===== src/rtl/core/igu_pkg.sv =====
package igu_pkg;

  // Field widths
  localparam int unsigned COMP_W     = 10;
  localparam int unsigned VOLT_W     = 16;
  localparam int unsigned PEAK_W     = 16;
  localparam int unsigned GATE_W     = 17;
  localparam int unsigned COND_W     = 16;
  localparam int unsigned CUR_W      = 32;
  localparam int unsigned COEF_W     = 18;
  localparam int unsigned CFG_IDX_W  = 2;
  localparam int unsigned CFG_DATA_W = 18;

  // Compartment stores; the address is the low bits of the compartment index
  localparam int unsigned COMPARTMENTS = 1024;
  localparam int unsigned ADDR_W       = $clog2(COMPARTMENTS);

  // Sigmoid table
  localparam int unsigned SIGMOID_ENTRIES = 256;
  localparam int unsigned ROM_LAST        = SIGMOID_ENTRIES - 1;
  localparam int unsigned ROM_IDX_W       = $clog2(SIGMOID_ENTRIES);
  localparam int          ROM_LOW         = -20480;  // -80 mV in Q8.8
  localparam int          ROM_SPAN        = 16384;   // 64 mV in Q8.8
  localparam int unsigned SPAN_W          = $clog2(ROM_SPAN);
  localparam int          VHALF_X2560     = -122368; // -47.8 mV
  localparam int          SLOPE_X2560     = 7936;    // 3.1 mV
  localparam longint unsigned EXP_M1_Q32  = 64'd1580030169;

  localparam int unsigned GATE_FRAC = 16;
  localparam int          ONE_Q16   = 65536;

  typedef enum logic {
    OP_INIT   = 1'b0,
    OP_UPDATE = 1'b1
  } igu_opcode_e;

  typedef enum logic [CFG_IDX_W-1:0] {
    CFG_COEF_INF  = 2'd0,
    CFG_COEF_PREV = 2'd1,
    CFG_REVERSAL  = 2'd2
  } igu_cfg_reg_e;

  typedef enum logic [2:0] {
    S_IDLE,
    S_IDX,
    S_INTERP,
    S_MINF,
    S_MUL,
    S_SUM,
    S_COND,
    S_CUR
  } igu_state_e;

  typedef struct packed {
    logic cap_in;
    logic cap_idx;
    logic cap_interp;
    logic cap_minf;
    logic cap_mul;
    logic cap_sum;
    logic cap_cond;
    logic cap_out;
  } igu_cmd_t;

  typedef struct packed {
    logic out_stall;
  } igu_sts_t;

  // Steady-state gate at table entry idx, Q1.16; evaluated at elaboration only
  function automatic logic [GATE_W-1:0] sig_entry(input int unsigned idx);
    longint d;
    longint sum;
    longint unsigned a, t, n, f, term, r, e, num, Den, Den7, Kdiv;
    int unsigned k;
    Den7 = longint'(SLOPE_X2560) * longint'(ROM_LAST);
    d = (longint'(10 * ROM_LOW) - longint'(VHALF_X2560)) * longint'(ROM_LAST)
        + longint'(10) * longint'(idx) * longint'(ROM_SPAN);
    a = (d < 0) ? longint'(-d) : d;
    t = (a * 64'd65536 + Den7 / 2) / Den7;
    n = t >> 16;
    f = t & 64'hFFFF;
    if (n >= 32) begin
      e = 0;
    end else begin
      term = 64'd1 << 32;
      sum  = longint'(64'd1 << 32);
      for (k = 1; k <= 12; k++) begin
        Kdiv = 64'd65536 * k;
        term = (term * f) / Kdiv;
        if (k[0]) begin
          sum = sum - longint'(term);
        end else begin
          sum = sum + longint'(term);
        end
      end
      r = sum;
      for (k = 0; k < 32; k++) begin
        if (k < n) begin
          r = (r * EXP_M1_Q32 + (64'd1 << 31)) >> 32;
        end
      end
      e = r;
    end
    Den = (64'd1 << 32) + e;
    num = (d >= 0) ? (64'd1 << 32) : e;
    return GATE_W'((num * 64'd65536 + Den / 2) / Den);
  endfunction

endpackage


===== src/rtl/core/igu_ctrl.sv =====
module igu_ctrl import igu_pkg::*; (
  input  logic     clk_i,
  input  logic     rst_ni,
  input  logic     in_valid_i,
  output logic     in_ready_o,
  input  igu_sts_t sts_i,
  output igu_cmd_t cmd_o
);

  igu_state_e state_q, state_d;

  always_ff @(posedge clk_i or negedge rst_ni) begin
    if (!rst_ni) begin
      state_q <= S_IDLE;
    end else begin
      state_q <= state_d;
    end
  end

  always_comb begin
    state_d    = state_q;
    cmd_o      = '0;
    in_ready_o = 1'b0;
    case (state_q)
      S_IDLE: begin
        in_ready_o = 1'b1;
        if (in_valid_i) begin
          cmd_o.cap_in = 1'b1;
          state_d      = S_IDX;
        end
      end
      S_IDX: begin
        cmd_o.cap_idx = 1'b1;
        state_d       = S_INTERP;
      end
      S_INTERP: begin
        cmd_o.cap_interp = 1'b1;
        state_d          = S_MINF;
      end
      S_MINF: begin
        cmd_o.cap_minf = 1'b1;
        state_d        = S_MUL;
      end
      S_MUL: begin
        cmd_o.cap_mul = 1'b1;
        state_d       = S_SUM;
      end
      S_SUM: begin
        cmd_o.cap_sum = 1'b1;
        state_d       = S_COND;
      end
      S_COND: begin
        cmd_o.cap_cond = 1'b1;
        state_d        = S_CUR;
      end
      S_CUR: begin
        // hold until the output register is free
        if (!sts_i.out_stall) begin
          cmd_o.cap_out = 1'b1;
          state_d       = S_IDLE;
        end
      end
      default: begin
        state_d = S_IDLE;
      end
    endcase
  end

endmodule


===== config.mk =====
export PLATFORM = sky130hd
export DESIGN_NAME = igu_ctrl
export DESIGN_NICKNAME = d
export VERILOG_FILES = /design/src/rtl/core/igu_pkg.sv /design/src/rtl/core/igu_ctrl.sv
export SDC_FILE = /design/constraint.sdc
export NUM_CORES = 1
export LEC_CHECK = 0
export BUFFER_PORTS_ARGS = -buffer_cell sky130_fd_sc_hd__buf_2
export CAP_MARGIN = 0
export CELL_PAD_IN_SITES_DETAIL_PLACEMENT = 2
export CELL_PAD_IN_SITES_GLOBAL_PLACEMENT = 2
export CORE_AREA = 2 2 39 41
export CTS_CLUSTER_SIZE = 30
export DETAILED_ROUTE_END_ITERATION = 10
export DIE_AREA = 0 0 41 43
export PLACE_DENSITY = 0.69
export SETUP_SLACK_MARGIN = 0.2
export SYNTH_ARGS = -nofsm -noshare
export SYNTH_HDL_FRONTEND = slang
export SYNTH_SLANG_ARGS = --single-unit

===== constraint.sdc =====
create_clock -name clk_i -period 1.3 [get_ports clk_i]
set_clock_uncertainty 0.1 [all_clocks]
set_input_delay 0.26 -clock clk_i [delete_from_list [all_inputs] [get_ports clk_i]]
set_output_delay 0.26 -clock clk_i [all_outputs]
set_load 0.05 [all_outputs]

==> out/metrics.yaml <==
failed_checks: "setup timing"
syn-cell-area_um2: 219
fp-row-count: 14
wire_per_inst_um: 13.8
grt_usage_pct: 13.5
crit_start: "state_q[0]"
ys_ff_latch: 3
crit_path_top_delay_cell: "dfrtp_2"
pin_count: 13
yosys_warnings: 0
vias_per_cell: 4.24
drtIter0Drc: 0
relSlewSlack_pct: 85.2
syn_area_per_cell_um2: 9.12
irDropWorstVdd_mv: 0.957
fin_util_pct: 42.4
drive_above_1_share_pct: 90.4
final_net_count: 57
vias: 288
worst_slack_ns: -0.288
max_freq_ghz: 0.630
hpwl_um: 585
power.leakage_nw: 0.262
final_common_cell: "buf_6"
worst_hold_slack_ns: 0.226
critPathTopFamily: "flip-flops"
regMostFlops: "state_q"
switchingPower_mw: 0.846
htree_num_levels: 1
wirelength_um: 941
gp_congestion: 0.710
grt_max_degree: 8
finalSetupViolCount: 9
worstPathMaxFanout: 7
grt_first_pass_wirelength_um: 1460
design.core.area_um2: 1380
initial_utilization_pct: 15.8
yosysUniqueCellTypes: 13
criticalPathCategory: "reg2out"
pwr-share-clk_pct: 9.4
setup_tns_ns: -2.29
clk_latency_ns: 0.23
clockRootBuffer: "clkbuf_4"
synth.yosys.seq_area_share_pct: 34.3
die_w_um: 41
largestRegisters: "state_q: 3 flops"
intPower_mw: 0.894
status: "finished, violations left"
cts_tree: "done"
combPwrFrac_pct: 74.7
cts.sinks: 3
slew_violations: 0
r2r_cells: 4
post-place-ws_ns: -0.222
grt_pass1_vias: 330
syn_inst: 24
crit_end: "cmd_o[7]"
cap_violations: 0
clock_path_buffers: 2
io_buffer_count: 12
crit_path_start_kind: "flop"
cp_data_arrival_time_ns: 1.23
r2r-start: "state_q[1]"
cp_slowest_stage_delay_ns: 0.46
grt-ovfl-total: 0
finalCriticalPeriod_ns: 1.59
drt-pass1-iter-count: 1
path_buf_inv: 1
cp_cell_sequence: "nor3_4 > and2_4 > buf_8"
clk_pin_slew_worst_paths_ns: 0.04
tightest_slew_ns: 0.222
fin_crit_sh_pct: 122
p_seq_share_pct: 15.9
largest_reg_flops: 3
netSwitchingFraction_pct: 48.6
die_h_um: 43
cp.depth: 3
powerDensity_nw_per_um2: 2970
worstPathRequired_ns: 0.94
antenna_found_initial: 0
hp-class: "in2reg"
n_antenna_cell: 0
synth_nets: 28
drc_errors: 0
die-area_um2: 1760
r2r_end: "state_q[0]"
syn2layout_area_growth_pct: 168
r2r_slack_ns: 0.06
fill_cells: 161
hold_viol: 0
rsz0062_at_grt: "yes"
cp-end-kind: "output port"
ant_nets: 0
cts_inserted_buffers: 3
layout_common_cells: "buf_6 (10), buf_4 (9)"
-- worst min path at each step --
stage / start / endpoint / depth (start not counted)
finish: sts_i / state_q[1] / 3
global route: sts_i / state_q[1] / 3
CTS: sts_i / state_q[1] / 3
detailed placement: rst_ni / state_q[1] / 1
global placement: rst_ni / state_q[0] / 1
floorplan: rst_ni / state_q[0] / 0
-- worst min-delay path: cells and delay by family --
family,cells,cell delay [ns]
AO/OA/AOI/OAI,1,0.06
buffers and inverters,1,0.12
AND/OR/NAND/NOR,1,0.08
-- layer usage --
| layer | share of wire (%) | wire length, µm | GRT usage, % | up-vias |
|---|---|---|---|---|
| met5 | 0 | 0 | 0 | - |
| met4 | 0 | 0 | 8.00 | 0 |
| met3 | 2.2 | 21 | 3.14 | 0 |
| met2 | 66 | 625 | 25.0 | 6 |
| met1 | 31 | 294 | 11.7 | 142 |
| li1 | - | - | - | 140 |
-- cells in the mapped netlist --
cell / instances / area share (%)
dfrtp_1: 3 / 34
nor3b_2: 2 / 11
o22ai_1: 1 / 2.9
buf_4: 2 / 6.9
a21oi_1: 2 / 4.6
nor3b_1: 2 / 6.9
nor2_1: 3 / 5.1
nand2_1: 2 / 3.4
and2_1: 2 / 5.7
and4b_1: 1 / 4.6
nor3_2: 2 / 9.1
a21boi_1: 1 / 3.4
inv_2: 1 / 1.7
-- repair_timing --
action,CTS,global route
endpoints found under the setup margin,12,12
buffers inserted,4,1
pin swaps,4,2
gates resized for setup,30,4
hold endpoints to repair,3,0
hold buffers,1,0
-- power groups by stage --
| stage | sequential, mW | combinational [mW] | clock, mW |
|---|---|---|---|
| 6_report | 0.277 | 1.30 | 0.164 |
| 5_1_grt | 0.293 | 1.38 | 0.182 |
| 4_1_cts | 0.277 | 1.23 | 0.173 |
| 3_5_place_dp | 0.277 | 0.929 | 0 |
| 3_3_place_gp | 0.265 | 0.900 | 0 |
| 2_1_floorplan | 0.218 | 0.727 | 0 |
-- cells by family (layout without fill, tap and decap cells) --
logic type             after synthesis  after routing  share of synthesized area (%)
AOI/OAI and AO/OA                    4              4                           10.9
and+or+nand+nor                     14             14                           46.3
buffers and inverters                3             31                           8.57
DFF                                  3              3                           34.3
-- final cells by class --
type	instances	area, µm²	area share (%)
Tap cell	16	20.0	3.41
Timing Repair Buffer	26	250	42.6
Clock buffer	4	26.3	4.48
Inverter	1	6.26	1.07
Sequential cell	3	78.8	13.4
Multi-Input combinational cell	18	205	35.0
-- per-stage QoR --
stage / total power, mW / cell area, µm² / cells
after global routing: 1.85 / 587 / 68
after floorplan: 0.944 / 282 / 24
final: 1.74 / 587 / 68
after global placement: 1.16 / 399 / 58
after detailed placement: 1.21 / 399 / 58
after CTS: 1.68 / 562 / 67
No activity file was read; power rests on OpenSTA's default activity.
